$ cat config.mk
export PLATFORM = sky130hd
export DESIGN_NAME = mouse_cursor_tracker
export DESIGN_NICKNAME = d
export VERILOG_FILES = /design/src/rtl/core/mct_pkg.sv /design/src/rtl/core/mct_regs.sv /design/src/rtl/core/mct_ctrl.sv /design/src/rtl/core/mct_dp.sv /design/src/rtl/core/mouse_cursor_tracker.sv
export SDC_FILE = /design/constraint.sdc
export NUM_CORES = 1
export LEC_CHECK = 0
export ABC_AREA = 1
export BUFFER_PORTS_ARGS = -buffer_cell sky130_fd_sc_hd__buf_2
export CAP_MARGIN = 10
export CORE_ASPECT_RATIO = 2
export CORE_MARGIN = 1.5
export CORE_UTILIZATION = 39
export CTS_CLUSTER_SIZE = 14
export DETAILED_ROUTE_END_ITERATION = 12
export RECOVER_POWER = 25
export SKIP_CTS_REPAIR_TIMING = 1
export SYNTH_ARGS = -nofsm -noshare
export SYNTH_HDL_FRONTEND = slang
export SYNTH_SLANG_ARGS = --single-unit
export TNS_END_PERCENT = 30
$ cat constraint.sdc
create_clock -name clk -period 6.95 [get_ports clk]
set_clock_uncertainty 0.05 [all_clocks]
set_input_delay 0.695 -clock clk [delete_from_list [all_inputs] [get_ports clk]]
set_output_delay 0.695 -clock clk [all_outputs]
set_load 0.05 [all_outputs]
$ cat src/rtl/core/mct_pkg.sv
// ----------------------------------------------------------------------------
// mct_pkg
// Shared types and constants of the mouse cursor tracker: payload structs,
// register map, reset values and the command bundle between control and
// datapath.
// ----------------------------------------------------------------------------
package mct_pkg;

  localparam int unsigned ADDR_W = 4;
  localparam int unsigned DATA_W = 32;

  // register indexes, byte address is 4 * index
  localparam logic [1:0] REG_SCREEN_W = 2'd0;
  localparam logic [1:0] REG_SCREEN_H = 2'd1;
  localparam logic [1:0] REG_SCALE_N  = 2'd2;
  localparam logic [1:0] REG_SCALE_D  = 2'd3;

  localparam logic [12:0] SCREEN_W_RST = 13'd640;
  localparam logic [12:0] SCREEN_H_RST = 13'd480;
  localparam logic [7:0]  SCALE_N_RST  = 8'd1;
  localparam logic [7:0]  SCALE_D_RST  = 8'd1;
  localparam logic [12:0] SCREEN_MAX   = 13'd4096;

  localparam logic [11:0] POS_X_RST = 12'(SCREEN_W_RST / 2);
  localparam logic [11:0] POS_Y_RST = 12'(SCREEN_H_RST / 2);

  // magnitude of delta * numerator + carry, two quotient bits per step
  localparam int unsigned MAG_W     = 24;
  localparam int unsigned DIV_STEPS = MAG_W / 2;

  typedef struct packed {
    logic signed [15:0] delta_x;
    logic signed [15:0] delta_y;
    logic [2:0]         button_mask;
  } in_t;

  typedef struct packed {
    logic [11:0] cursor_x;
    logic [11:0] cursor_y;
    logic        moved;
    logic [2:0]  buttons_now;
    logic [2:0]  pressed_mask;
    logic [2:0]  released_mask;
  } out_t;

  // effective configuration seen by the datapath
  typedef struct packed {
    logic [11:0] max_x;
    logic [11:0] max_y;
    logic [11:0] ctr_x;
    logic [11:0] ctr_y;
    logic [7:0]  num;
    logic [7:0]  den;
    logic        recenter;
  } cfg_t;

  typedef struct packed {
    logic capture;
    logic mul;
    logic load;
    logic div_step;
    logic update;
    logic axis;      // 0: X, 1: Y
    logic emit;
  } cmd_t;

endpackage

$ cat src/rtl/core/mct_regs.sv
// ----------------------------------------------------------------------------
// mct_regs
// APB-style register file: screen size and scale factors, with the
// effective (range-limited) values and a recentre pulse for the datapath.
// ----------------------------------------------------------------------------
module mct_regs
  import mct_pkg::*;
(
  input  logic              clk,
  input  logic              rst_n,
  input  logic              psel,
  input  logic              penable,
  input  logic              pwrite,
  input  logic [ADDR_W-1:0] paddr,
  input  logic [DATA_W-1:0] pwdata,
  output logic [DATA_W-1:0] prdata,
  output logic              pready,
  output cfg_t              cfg
);

  logic [12:0] width_r;
  logic [12:0] height_r;
  logic [7:0]  num_r;
  logic [7:0]  den_r;
  logic        recenter_r;
  logic        wr_en;
  logic [1:0]  idx;
  logic [12:0] eff_w;
  logic [12:0] eff_h;

  assign pready = 1'b1;
  assign wr_en  = psel && penable && pwrite && pready;
  assign idx    = paddr[3:2];

  always_ff @(posedge clk) begin
    if (!rst_n) begin
      width_r    <= SCREEN_W_RST;
      height_r   <= SCREEN_H_RST;
      num_r      <= SCALE_N_RST;
      den_r      <= SCALE_D_RST;
      recenter_r <= 1'b0;
    end else begin
      recenter_r <= 1'b0;
      if (wr_en) begin
        case (idx)
          REG_SCREEN_W: begin
            width_r    <= pwdata[12:0];
            recenter_r <= 1'b1;
          end
          REG_SCREEN_H: begin
            height_r   <= pwdata[12:0];
            recenter_r <= 1'b1;
          end
          REG_SCALE_N: num_r <= pwdata[7:0];
          REG_SCALE_D: den_r <= pwdata[7:0];
          default: ;
        endcase
      end
    end
  end

  always_comb begin
    case (idx)
      REG_SCREEN_W: prdata = {19'd0, width_r};
      REG_SCREEN_H: prdata = {19'd0, height_r};
      REG_SCALE_N:  prdata = {24'd0, num_r};
      REG_SCALE_D:  prdata = {24'd0, den_r};
      default:      prdata = '0;
    endcase
  end

  // zero counts as one, oversize as the maximum, in the effective size
  assign eff_w = (width_r == 13'd0) ? 13'd1 :
                 (width_r > SCREEN_MAX) ? SCREEN_MAX : width_r;
  assign eff_h = (height_r == 13'd0) ? 13'd1 :
                 (height_r > SCREEN_MAX) ? SCREEN_MAX : height_r;

  always_comb begin
    cfg.max_x    = 12'(eff_w - 13'd1);
    cfg.max_y    = 12'(eff_h - 13'd1);
    cfg.ctr_x    = eff_w[12:1];
    cfg.ctr_y    = eff_h[12:1];
    cfg.num      = num_r;
    cfg.den      = (den_r == 8'd0) ? 8'd1 : den_r;
    cfg.recenter = recenter_r;
  end

endmodule

$ cat src/rtl/core/mct_ctrl.sv
// ----------------------------------------------------------------------------
// mct_ctrl
// Sequencer: scales X then Y through the shared divider, then hands the
// result to the output register once it is free.
// ----------------------------------------------------------------------------
module mct_ctrl
  import mct_pkg::*;
(
  input  logic clk,
  input  logic rst_n,
  input  logic in_valid,
  output logic in_ready,
  output logic out_valid,
  input  logic out_ready,
  output cmd_t cmd
);

  typedef enum logic [5:0] {
    ST_IDLE = 6'b000001,
    ST_MUL  = 6'b000010,
    ST_LOAD = 6'b000100,
    ST_DIV  = 6'b001000,
    ST_UPD  = 6'b010000,
    ST_DONE = 6'b100000
  } state_t;

  state_t     state_r, state_nxt;
  logic       axis_r, axis_nxt;
  logic [3:0] cnt_r, cnt_nxt;
  logic       out_valid_r, out_valid_nxt;
  logic       out_free;

  assign in_ready  = (state_r == ST_IDLE);
  assign out_valid = out_valid_r;
  assign out_free  = !out_valid_r || out_ready;

  always_comb begin
    state_nxt     = state_r;
    axis_nxt      = axis_r;
    cnt_nxt       = cnt_r;
    out_valid_nxt = out_valid_r;
    cmd           = '0;
    cmd.axis      = axis_r;
    if (out_valid_r && out_ready) out_valid_nxt = 1'b0;
    case (state_r)
      ST_IDLE: begin
        if (in_valid) begin
          cmd.capture = 1'b1;
          axis_nxt    = 1'b0;
          state_nxt   = ST_MUL;
        end
      end
      ST_MUL: begin
        cmd.mul   = 1'b1;
        state_nxt = ST_LOAD;
      end
      ST_LOAD: begin
        cmd.load  = 1'b1;
        cnt_nxt   = '0;
        state_nxt = ST_DIV;
      end
      ST_DIV: begin
        cmd.div_step = 1'b1;
        cnt_nxt      = cnt_r + 4'd1;
        if (cnt_r == 4'(DIV_STEPS - 1)) state_nxt = ST_UPD;
      end
      ST_UPD: begin
        cmd.update = 1'b1;
        if (!axis_r) begin
          axis_nxt  = 1'b1;
          state_nxt = ST_MUL;
        end else begin
          state_nxt = ST_DONE;
        end
      end
      ST_DONE: begin
        if (out_free) begin
          cmd.emit      = 1'b1;
          out_valid_nxt = 1'b1;
          state_nxt     = ST_IDLE;
        end
      end
      default: state_nxt = ST_IDLE;
    endcase
  end

  always_ff @(posedge clk) begin
    if (!rst_n) begin
      state_r     <= ST_IDLE;
      axis_r      <= 1'b0;
      cnt_r       <= '0;
      out_valid_r <= 1'b0;
    end else begin
      state_r     <= state_nxt;
      axis_r      <= axis_nxt;
      cnt_r       <= cnt_nxt;
      out_valid_r <= out_valid_nxt;
    end
  end

endmodule

$ cat src/rtl/core/mct_dp.sv
// ----------------------------------------------------------------------------
// mct_dp
// Datapath: scale multiply, shared radix-4 restoring divider on the
// magnitude, sign restore, clamp, cursor state and the output register.
// ----------------------------------------------------------------------------
module mct_dp
  import mct_pkg::*;
(
  input  logic clk,
  input  logic rst_n,
  input  cmd_t cmd,
  input  cfg_t cfg,
  input  in_t  in_data,
  output out_t out_data
);

  in_t                in_r;
  out_t               out_r;
  logic signed [24:0] acc_r;
  logic               neg_r;
  logic [MAG_W-1:0]   quo_r, quo_nxt;
  logic [7:0]         rem_r, rem_nxt;
  logic [11:0]        pos_x_r, pos_y_r;
  logic signed [8:0]  carry_x_r, carry_y_r;
  logic [2:0]         last_btn_r;
  logic               moved_r;

  logic signed [15:0] delta_sel;
  logic signed [8:0]  carry_sel;
  logic [11:0]        pos_sel;
  logic [11:0]        max_sel;
  logic signed [24:0] delta_ext, num_ext, prod, acc_nxt, mag_full;
  logic [8:0]         trial;
  logic signed [24:0] q_pos, q_sgn, sum;
  logic [11:0]        pos_new;
  logic signed [8:0]  rem9, carry_new;

  assign delta_sel = cmd.axis ? in_r.delta_y : in_r.delta_x;
  assign carry_sel = cmd.axis ? carry_y_r : carry_x_r;
  assign pos_sel   = cmd.axis ? pos_y_r : pos_x_r;
  assign max_sel   = cmd.axis ? cfg.max_y : cfg.max_x;

  assign delta_ext = {{9{delta_sel[15]}}, delta_sel};
  assign num_ext   = $signed({17'd0, cfg.num});
  assign prod      = delta_ext * num_ext;
  assign acc_nxt   = prod + {{16{carry_sel[8]}}, carry_sel};
  assign mag_full  = acc_r[24] ? -acc_r : acc_r;

  // two quotient bits per cycle; partial remainder stays below the divisor
  always_comb begin
    quo_nxt = quo_r;
    rem_nxt = rem_r;
    trial   = '0;
    for (int i = 0; i < 2; i++) begin
      trial = {rem_nxt, quo_nxt[MAG_W-1]};
      if (trial >= {1'b0, cfg.den}) begin
        rem_nxt = 8'(trial - {1'b0, cfg.den});
        quo_nxt = {quo_nxt[MAG_W-2:0], 1'b1};
      end else begin
        rem_nxt = trial[7:0];
        quo_nxt = {quo_nxt[MAG_W-2:0], 1'b0};
      end
    end
  end

  // truncation toward zero: quotient and remainder take the dividend's sign
  assign q_pos     = $signed({1'b0, quo_r});
  assign q_sgn     = neg_r ? -q_pos : q_pos;
  assign sum       = $signed({13'd0, pos_sel}) + q_sgn;
  assign rem9      = $signed({1'b0, rem_r});
  assign carry_new = neg_r ? -rem9 : rem9;

  always_comb begin
    if (sum[24])                              pos_new = 12'd0;
    else if (sum > $signed({13'd0, max_sel})) pos_new = max_sel;
    else                                      pos_new = sum[11:0];
  end

  always_ff @(posedge clk) begin
    if (!rst_n) begin
      pos_x_r    <= POS_X_RST;
      pos_y_r    <= POS_Y_RST;
      carry_x_r  <= '0;
      carry_y_r  <= '0;
      last_btn_r <= '0;
      moved_r    <= 1'b0;
    end else if (cfg.recenter) begin
      // a report may be taken in the same cycle as the recentre
      if (cmd.capture) moved_r <= 1'b0;
      pos_x_r    <= cfg.ctr_x;
      pos_y_r    <= cfg.ctr_y;
      carry_x_r  <= '0;
      carry_y_r  <= '0;
      last_btn_r <= '0;
    end else begin
      if (cmd.capture) moved_r <= 1'b0;
      if (cmd.update) begin
        moved_r <= moved_r | (pos_new != pos_sel);
        if (cmd.axis) begin
          pos_y_r   <= pos_new;
          carry_y_r <= carry_new;
        end else begin
          pos_x_r   <= pos_new;
          carry_x_r <= carry_new;
        end
      end
      if (cmd.emit) last_btn_r <= in_r.button_mask;
    end
  end

  always_ff @(posedge clk) begin
    if (cmd.capture) in_r <= in_data;
    if (cmd.mul) acc_r <= acc_nxt;
    if (cmd.load) begin
      quo_r <= mag_full[MAG_W-1:0];
      neg_r <= acc_r[24];
      rem_r <= '0;
    end
    if (cmd.div_step) begin
      quo_r <= quo_nxt;
      rem_r <= rem_nxt;
    end
    if (cmd.emit) begin
      out_r.cursor_x      <= pos_x_r;
      out_r.cursor_y      <= pos_y_r;
      out_r.moved         <= moved_r;
      out_r.buttons_now   <= in_r.button_mask;
      out_r.pressed_mask  <= in_r.button_mask & ~last_btn_r;
      out_r.released_mask <= last_btn_r & ~in_r.button_mask;
    end
  end

  assign out_data = out_r;

endmodule

$ cat src/rtl/core/mouse_cursor_tracker.sv
// ----------------------------------------------------------------------------
// mouse_cursor_tracker
// Turns mouse reports into a clamped cursor position with button edges.
// ----------------------------------------------------------------------------
// Usage:
//   in_*  : one mouse report per transaction (delta_x, delta_y, button_mask).
//   out_* : one result per report: position, moved flag, buttons and the
//           newly pressed and released masks.
//   APB   : screen width/height at 0x0/0x4 (writing recentres the cursor and
//           clears remainders and button history), scale numerator at 0x8,
//           denominator at 0xC. pready is tied high.
// Sequence: once a report is accepted, per axis a multiply, a load, the
//   divider steps (two quotient bits each) and an update, then the move
//   into the output register; after that the next report can be taken.
//   The single shared divider keeps one report in work at a time.
// A finished result sits in the output register, so the next report is
//   taken and worked while the receiver stalls; it then waits at the end
//   until the register frees.
// Reset: 640x480 screen, cursor at 320,240, scale 1/1, no result pending.
// ----------------------------------------------------------------------------
module mouse_cursor_tracker
  import mct_pkg::*;
(
  input  logic              clk,
  input  logic              rst_n,
  input  logic              in_valid,
  output logic              in_ready,
  input  in_t               in_data,
  output logic              out_valid,
  input  logic              out_ready,
  output out_t              out_data,
  input  logic              psel,
  input  logic              penable,
  input  logic              pwrite,
  input  logic [ADDR_W-1:0] paddr,
  input  logic [DATA_W-1:0] pwdata,
  output logic [DATA_W-1:0] prdata,
  output logic              pready
);

  cfg_t cfg;
  cmd_t cmd;

  mct_regs u_regs (
    .clk     (clk),
    .rst_n   (rst_n),
    .psel    (psel),
    .penable (penable),
    .pwrite  (pwrite),
    .paddr   (paddr),
    .pwdata  (pwdata),
    .prdata  (prdata),
    .pready  (pready),
    .cfg     (cfg)
  );

  mct_ctrl u_ctrl (
    .clk       (clk),
    .rst_n     (rst_n),
    .in_valid  (in_valid),
    .in_ready  (in_ready),
    .out_valid (out_valid),
    .out_ready (out_ready),
    .cmd       (cmd)
  );

  mct_dp u_dp (
    .clk      (clk),
    .rst_n    (rst_n),
    .cmd      (cmd),
    .cfg      (cfg),
    .in_data  (in_data),
    .out_data (out_data)
  );

endmodule

==> results of run 1 <==
-- cell families (layout without fill, tap and decap cells) --
kind of cell / Yosys count / count (layout) / synth area share
and+or+nand+nor: 882 / 882 / 0.212
buffers and inverters: 437 / 542 / 0.0964
AOI/OAI and AO/OA: 362 / 362 / 0.111
DFF: 228 / 228 / 0.323
adders and majority gates: 227 / 227 / 0.209
xor gates and xnor gates: 96 / 96 / 0.0465
muxes: 3 / 3 / 0.00166
other: 2 / 20 / 0.000416
-- layout make-up --
cell class	count	area share
Clock inverter	12	0.00444
Sequential cell	228	0.292
Clock buffer	30	0.0312
Multi-Input combinational cell	1590	0.529
Inverter	351	0.0659
Tap cell	565	0.0353
Timing Repair Buffer	149	0.0424
-- critical path, delay by kind of cell (launching register included) --
kind	cells	cell delay, ps
AND/OR/NAND/NOR	3	420
flip-flops	1	330
AO/OA/AOI/OAI	9	1740
adder cells (fa/ha/maj)	6	2900
XOR/XNOR	1	150
buffers and inverters	4	660
-- Yosys cell counts (24+ instances only) --
| cell type | count | area (µm²) |
|---|---|---|
| dfxtp_1 | 101 | 2020 |
| nor2_1 | 272 | 1020 |
| nand2_1 | 366 | 1370 |
| fa_1 | 125 | 2500 |
| xor2_1 | 63 | 552 |
| ha_1 | 102 | 1280 |
| edfxtp_1 | 127 | 3810 |
| or2_2 | 24 | 150 |
| inv_1 | 343 | 1290 |
| nand4_1 | 29 | 181 |
| xnor2_1 | 33 | 289 |
| nand3_1 | 113 | 566 |
| o21ai_0 | 161 | 806 |
| clkbuf_1 | 52 | 195 |
| a21oi_1 | 115 | 576 |
-- worst paths after layout --
| check | start | end | cells after the start |
|---|---|---|---|
| setup reg to reg | u_ctrl.axis_r$_SDFFE_PN0P_ | u_dp.acc_r[22]$_DFFE_PP_ | 23 |
| hold reg to reg | u_dp.pos_y_r[9]$_SDFFE_PN0P_ | u_dp.out_data[19]$_DFFE_PP_ | 0 |
| hold / removal | in_data[0] | u_dp.in_r[0]$_DFFE_PP_ | 1 |
| setup / recovery | u_ctrl.axis_r$_SDFFE_PN0P_ | u_dp.acc_r[22]$_DFFE_PP_ | 23 |
-- flip-flops by register name, summed over array words and instances (netlist names) --
register	cells
u_ctrl.axis_r	1
u_ctrl.cnt_r	4
u_ctrl.out_valid	1
u_ctrl.state_r	6
u_dp.acc_r	25
u_dp.carry_x_r	9
u_dp.carry_y_r	9
u_dp.in_r	35
u_dp.last_btn_r	3
u_dp.moved_r	1
u_dp.neg_r	1
u_dp.out_data	34
u_dp.pos_x_r	12
u_dp.pos_y_r	12
u_dp.quo_r	24
u_dp.rem_r	8
u_regs.den_r	8
u_regs.height_r	13
u_regs.num_r	8
u_regs.recenter_r	1
u_regs.width_r	13
-- cell usage in the layout, fill, tap and decap left out, types with 7 or more instances in the layout --
| master | n |
|---|---|
| nor2_1 | 271 |
| o2111ai_1 | 10 |
| o21ai_0 | 161 |
| clkbuf_16 | 24 |
| xnor2_1 | 33 |
| nor3_1 | 21 |
| edfxtp_1 | 127 |
| o22ai_1 | 9 |
| dfxtp_1 | 100 |
| a31oi_1 | 15 |
| a21oi_1 | 115 |
| ha_1 | 102 |
| inv_1 | 344 |
| nand4_1 | 29 |
| fa_1 | 125 |
| xor2_1 | 63 |
| conb_1 | 20 |
| nand2_2 | 16 |
| nand3_1 | 113 |
| nand2_1 | 366 |
| buf_4 | 42 |
| nand3b_1 | 8 |
| nor2_2 | 9 |
| buf_2 | 105 |
| o21ai_1 | 9 |
| clkbuf_1 | 7 |
| or2_2 | 24 |
-- power by group --
part | internal (mW) | switching (mW)
logic | 0.480 | 0.909
clock network | 0.645 | 0.547
registers | 1.59 | 0.0684
total | 2.72 | 1.52
-- routing by layer --
layer	vias to the layer above	wire [µm]	part of all wire	GRT usage
met5	-	0	0	0
met4	0	4120	0.079	0.158
met3	173	1840	0.035	0.0212
met2	434	30000	0.57	0.463
met1	7166	16500	0.31	0.197
li1	7414	-	-	-
==> impl_metrics.env, run 1 <==
export IMPL_critPathSlowestCell="fa_1"
export IMPL_cp_cell_sequence="clkinv_1 -> buf_4 -> or2_2 -> o21ai_0 -> inv_1 -> nand2_1 -> fa_1 -> fa_1 -> fa_1 -> fa_1 -> inv_1 -> fa_1 -> ha_1 -> nand2_1 -> o21ai_1 -> a21boi_1 -> o21ai_0 -> a21boi_1 -> o21ai_0 -> a21boi_1 -> o21ai_1 -> a21oi_1 -> xor2_1"
export IMPL_worst_pin_slew_ps=2300
export IMPL_async_reset_ff_frac=0
export IMPL_clkTransAtPathRegs_ps=70
export IMPL_coreArea_um2=45800
export IMPL_rsz0062_at_grt="false"
export IMPL_finalCritPeriodShare=0.940
export IMPL_place_congestion=1.02
export IMPL_layout_min_cycle_time_ps=6530
export IMPL_numCtsBuffers=23
export IMPL_fin_nets=2648
export IMPL_hold_path_class="input port to register"
export IMPL_worstPathArrival_ps=6770
export IMPL_layout_setup_ws_ps=418
export IMPL_slowest_delay_ps=610
export IMPL_cts_tree="yes"
export IMPL_grt_overflow=0
export IMPL_regArea_um2=5840
export IMPL_cts_path_max_buffers=3
export IMPL_area_growth_pct=10.7
export IMPL_postSynthCellCount=2237
export IMPL_irDropWorstVdd_uv=227
export IMPL_port_buffer_count=105
export IMPL_violations="capacitance limit, slew limit"
export IMPL_maxSlewHeadroom=-0.534
export IMPL_drive_above_1_share=0.108
export IMPL_drt_iter0_markers=741
export IMPL_antenna_found_initial=0
export IMPL_root_buffer="clkbuf_16"
export IMPL_setup_tns_ps=0
export IMPL_worstPathRequired_ps=7190
export IMPL_drc=0
export IMPL_via_per_inst=5.19
export IMPL_dp_cells=2883
export IMPL_grt_pass1_wl_um=82300
export IMPL_htreeDepth=1
export IMPL_ys_warn_count=0
export IMPL_rrSetupSlack_ps=420
export IMPL_cap_violations=1
export IMPL_fillers=4614
export IMPL_max_freq_ghz=0.153
export IMPL_cpMostUsedCell="fa_1"
export IMPL_grt_max_degree=55
export IMPL_die_y_um=307
export IMPL_hold_ws_ps=260
export IMPL_start_util=0.394
export IMPL_worstSkewPairLatency_ps=560
export IMPL_postSynthAreaPerCell_um2=8.08
export IMPL_netlist_cell_type_count=51
export IMPL_core_rowCount=111
export IMPL_drtPass1Iterations=5
export IMPL_num_antenna_cells=0
export IMPL_maxSlewViolCount=55
export IMPL_final_cell_area_um2=20000
export IMPL_drt_wl_total_um=52400
export IMPL_wire_per_inst_um=17.9
export IMPL_setup_viol=0
export IMPL_numClockSinks=228
export IMPL_placed_cell_area_um2=19300
export IMPL_die_area_um2=47700
export IMPL_leakage_nw=9.12
export IMPL_syn_area_um2=18100
export IMPL_grt_pass1_vias=15893
export IMPL_p_per_area_nw_per_um2=212
export IMPL_synth_seq_cells=228
export IMPL_power_mw=4.24
export IMPL_ant_nets=0
export IMPL_grt_total_usage=0.225
export IMPL_final_cells=2925
export IMPL_hold_violations=0
export IMPL_multiInputGateArea_um2=10600
export IMPL_place_ws_ps=329
export IMPL_synth_edff_count=127
export IMPL_synth_ff_type="edfxtp_1"
export IMPL_status="complete, but fails checks"
export IMPL_yosysSeqAreaShare=0.323
export IMPL_vias=15187
export IMPL_io_pins=147
export IMPL_cp_max_fo=9
export IMPL_utilization=0.436
export IMPL_crit_type="register to register"
export IMPL_start_kind="register"
export IMPL_dpl_hpwl_um=43100
export IMPL_crit_path_end_kind="register"
export IMPL_die_w_um=155
No activity file was read; power rests on OpenSTA's default activity.
==> run 2, diff against run 1 <==
- CAP_MARGIN: 10 -> 30
- CORE_ASPECT_RATIO: 2 -> unset
- RECOVER_POWER: 25 -> unset
==> run 2 against run 1 <==
Compared with the run above: the flow now finishes without violations; critical path depth increased by 2; clock power increased by 23%; total power increased by 4.9%; clock-buffer cell count up 2; global-route usage decreased by 2.4 points; sequential share of layout area decreased by 0.33 points; setup slack better by 100 ps; hold slack got worse by 19 ps; register-to-register slack gained 100 ps; combinational power decreased by 4%; critical path type unchanged; largest cell class unchanged; highest routed layer unchanged.
==> impl_metrics.env, run 2 (synthesis gave the netlist of run 1 again) <==
export IMPL_critPathSlowestCell="fa_1"
export IMPL_reg2reg_depth=25
export IMPL_hp_start="in_data[0]"
export IMPL_largest_reg_flops=35
export IMPL_crit_path_end_kind="register"
export IMPL_grt_overflow=0
export IMPL_multiInputGateArea_um2=10600
export IMPL_start_util=0.396
export IMPL_port_buffer_count=105
export IMPL_worstPathRequired_ps=7200
export IMPL_io_pins=147
export IMPL_finalCritPeriodShare=0.925
export IMPL_final_cells=2963
export IMPL_htreeDepth=1
export IMPL_grt_max_degree=55
export IMPL_maxSlewViolCount=0
export IMPL_grt_pass1_vias=14980
export IMPL_start_kind="register"
export IMPL_maxSlewHeadroom=0.398
export IMPL_clkTransAtPathRegs_ps=60
export IMPL_cts_tree="yes"
export IMPL_dp_cells=2913
export IMPL_final_cell_mix="nand2_1 (366), inv_1 (343), nor2_1 (270)"
export IMPL_irDropWorstVdd_uv=205
export IMPL_worstPathArrival_ps=6680
export IMPL_die_w_um=218
export IMPL_crit_type="register to register"
export IMPL_layout_min_cycle_time_ps=6430
export IMPL_setup_viol=0
export IMPL_hold_path_class="input port to register"
export IMPL_grt_pass1_wl_um=76500
export IMPL_r2r_start="u_ctrl.axis_r$_SDFFE_PN0P_"
export IMPL_drt_iter0_markers=1074
export IMPL_rr_endpoint="u_dp.acc_r[22]$_DFFE_PP_"
export IMPL_cts_path_max_buffers=3
export IMPL_dpl_hpwl_um=37600
export IMPL_rsz0062_at_grt="false"
export IMPL_vias=15038
export IMPL_fillers=4488
export IMPL_num_antenna_cells=0
export IMPL_numClockSinks=228
export IMPL_hold_path_cell_count=1
export IMPL_drtPass1Iterations=6
export IMPL_ant_nets=0
export IMPL_via_per_inst=5.08
export IMPL_cp_max_fo=8
export IMPL_largest_register="u_dp.in_r"
export IMPL_area_growth_pct=12.0
export IMPL_hold_violations=0
export IMPL_cap_violations=0
export IMPL_place_congestion=0.893
export IMPL_setup_tns_ps=0
export IMPL_slowest_delay_ps=530
export IMPL_drt_wl_total_um=47400
export IMPL_core_rowCount=78
export IMPL_fin_nets=2647
export IMPL_drive_above_1_share=0.111
export IMPL_worstSkewPairLatency_ps=580
export IMPL_status="finished clean"
export IMPL_p_per_area_nw_per_um2=220
export IMPL_regArea_um2=5840
export IMPL_whs_endpoint="u_dp.in_r[0]$_DFFE_PP_"
export IMPL_die_area_um2=47600
export IMPL_leakage_nw=9.19
export IMPL_mostFrequentLayoutCell="nand2_1"
export IMPL_die_y_um=218
export IMPL_numCtsBuffers=27
export IMPL_worst_pin_slew_ps=900
export IMPL_max_freq_ghz=0.156
export IMPL_wire_per_inst_um=16.0
export IMPL_root_buffer="clkbuf_16"
export IMPL_coreArea_um2=45600
export IMPL_antenna_found_initial=0
export IMPL_grt_total_usage=0.201
export IMPL_drc=0
export IMPL_rrSetupSlack_ps=520
[run 2: changes by cell type in the layout (fill, tap and decap cells not counted), sizes merged]
cell	change
buf	-3
bufinv	+3
clkinvlp	+2
clkinv	+1
[run 2: worst max-delay path, delay by kind of cell, from the launching register on]
kind,cells,cell delay [ps]
adders and majority gates,6,2640
AOI/OAI and AO/OA,10,2070
xor gates and xnor gates,1,160
and+or+nand+nor,3,490
buffers and inverters,5,420
DFF,1,320
[run 2: stage by stage]
| stage | area (µm²) | hold slack [ps] | setup WS, ps | utilization | total power [mW] |
|---|---|---|---|---|---|
| after CTS | 20200 | 223 | 406 | 0.444 | 4.48 |
| after global placement | 19300 | 367 | 566 | 0.423 | 2.97 |
| after floorplan | 18100 | 358 | 271 | - | 2.67 |
| after detailed placement | 19300 | 363 | 421 | 0.424 | 3.02 |
| after global routing | 20200 | 216 | 115 | 0.444 | 4.73 |
| final | 20200 | 241 | 521 | 0.444 | 4.45 |
[run 2: worst max path at each step]
stage,start,end,slack (ps)
after CTS,u_ctrl.axis_r$_SDFFE_PN0P_,u_dp.acc_r[22]$_DFFE_PP_,410
after detailed placement,u_ctrl.axis_r$_SDFFE_PN0P_,u_dp.acc_r[22]$_DFFE_PP_,420
after global placement,u_ctrl.axis_r$_SDFFE_PN0P_,u_dp.acc_r[22]$_DFFE_PP_,570
final,u_ctrl.axis_r$_SDFFE_PN0P_,u_dp.acc_r[22]$_DFFE_PP_,520
after floorplan,u_ctrl.axis_r$_SDFFE_PN0P_,u_dp.acc_r[22]$_DFFE_PP_,270
after global routing,u_ctrl.axis_r$_SDFFE_PN0P_,u_dp.acc_r[24]$_DFFE_PP_,110
[run 2: per-layer routing]
metal | track usage | up-vias | wire, µm
met1 | 0.256 | 7201 | 20800
li1 | - | 7421 | -
met5 | 0 | - | 0
met3 | 0.0228 | 76 | 2150
met4 | 0.0680 | 0 | 1480
met2 | 0.354 | 340 | 22900
[run 2: where the power goes]
part,internal [mW],switching [mW],leakage [nW]
Combinational,0.473,0.860,6.77
Sequential,1.59,0.0671,1.98
Clock,0.851,0.606,0.436
Total,2.91,1.53,9.19
[run 2: layout make-up]
class	count	share of cell area
Tap cell	600	0.0371
Clock buffer	32	0.0353
Sequential cell	228	0.288
Clock inverter	18	0.00959
Inverter	351	0.0651
Multi-Input combinational cell	1590	0.523
Timing Repair Buffer	144	0.0411
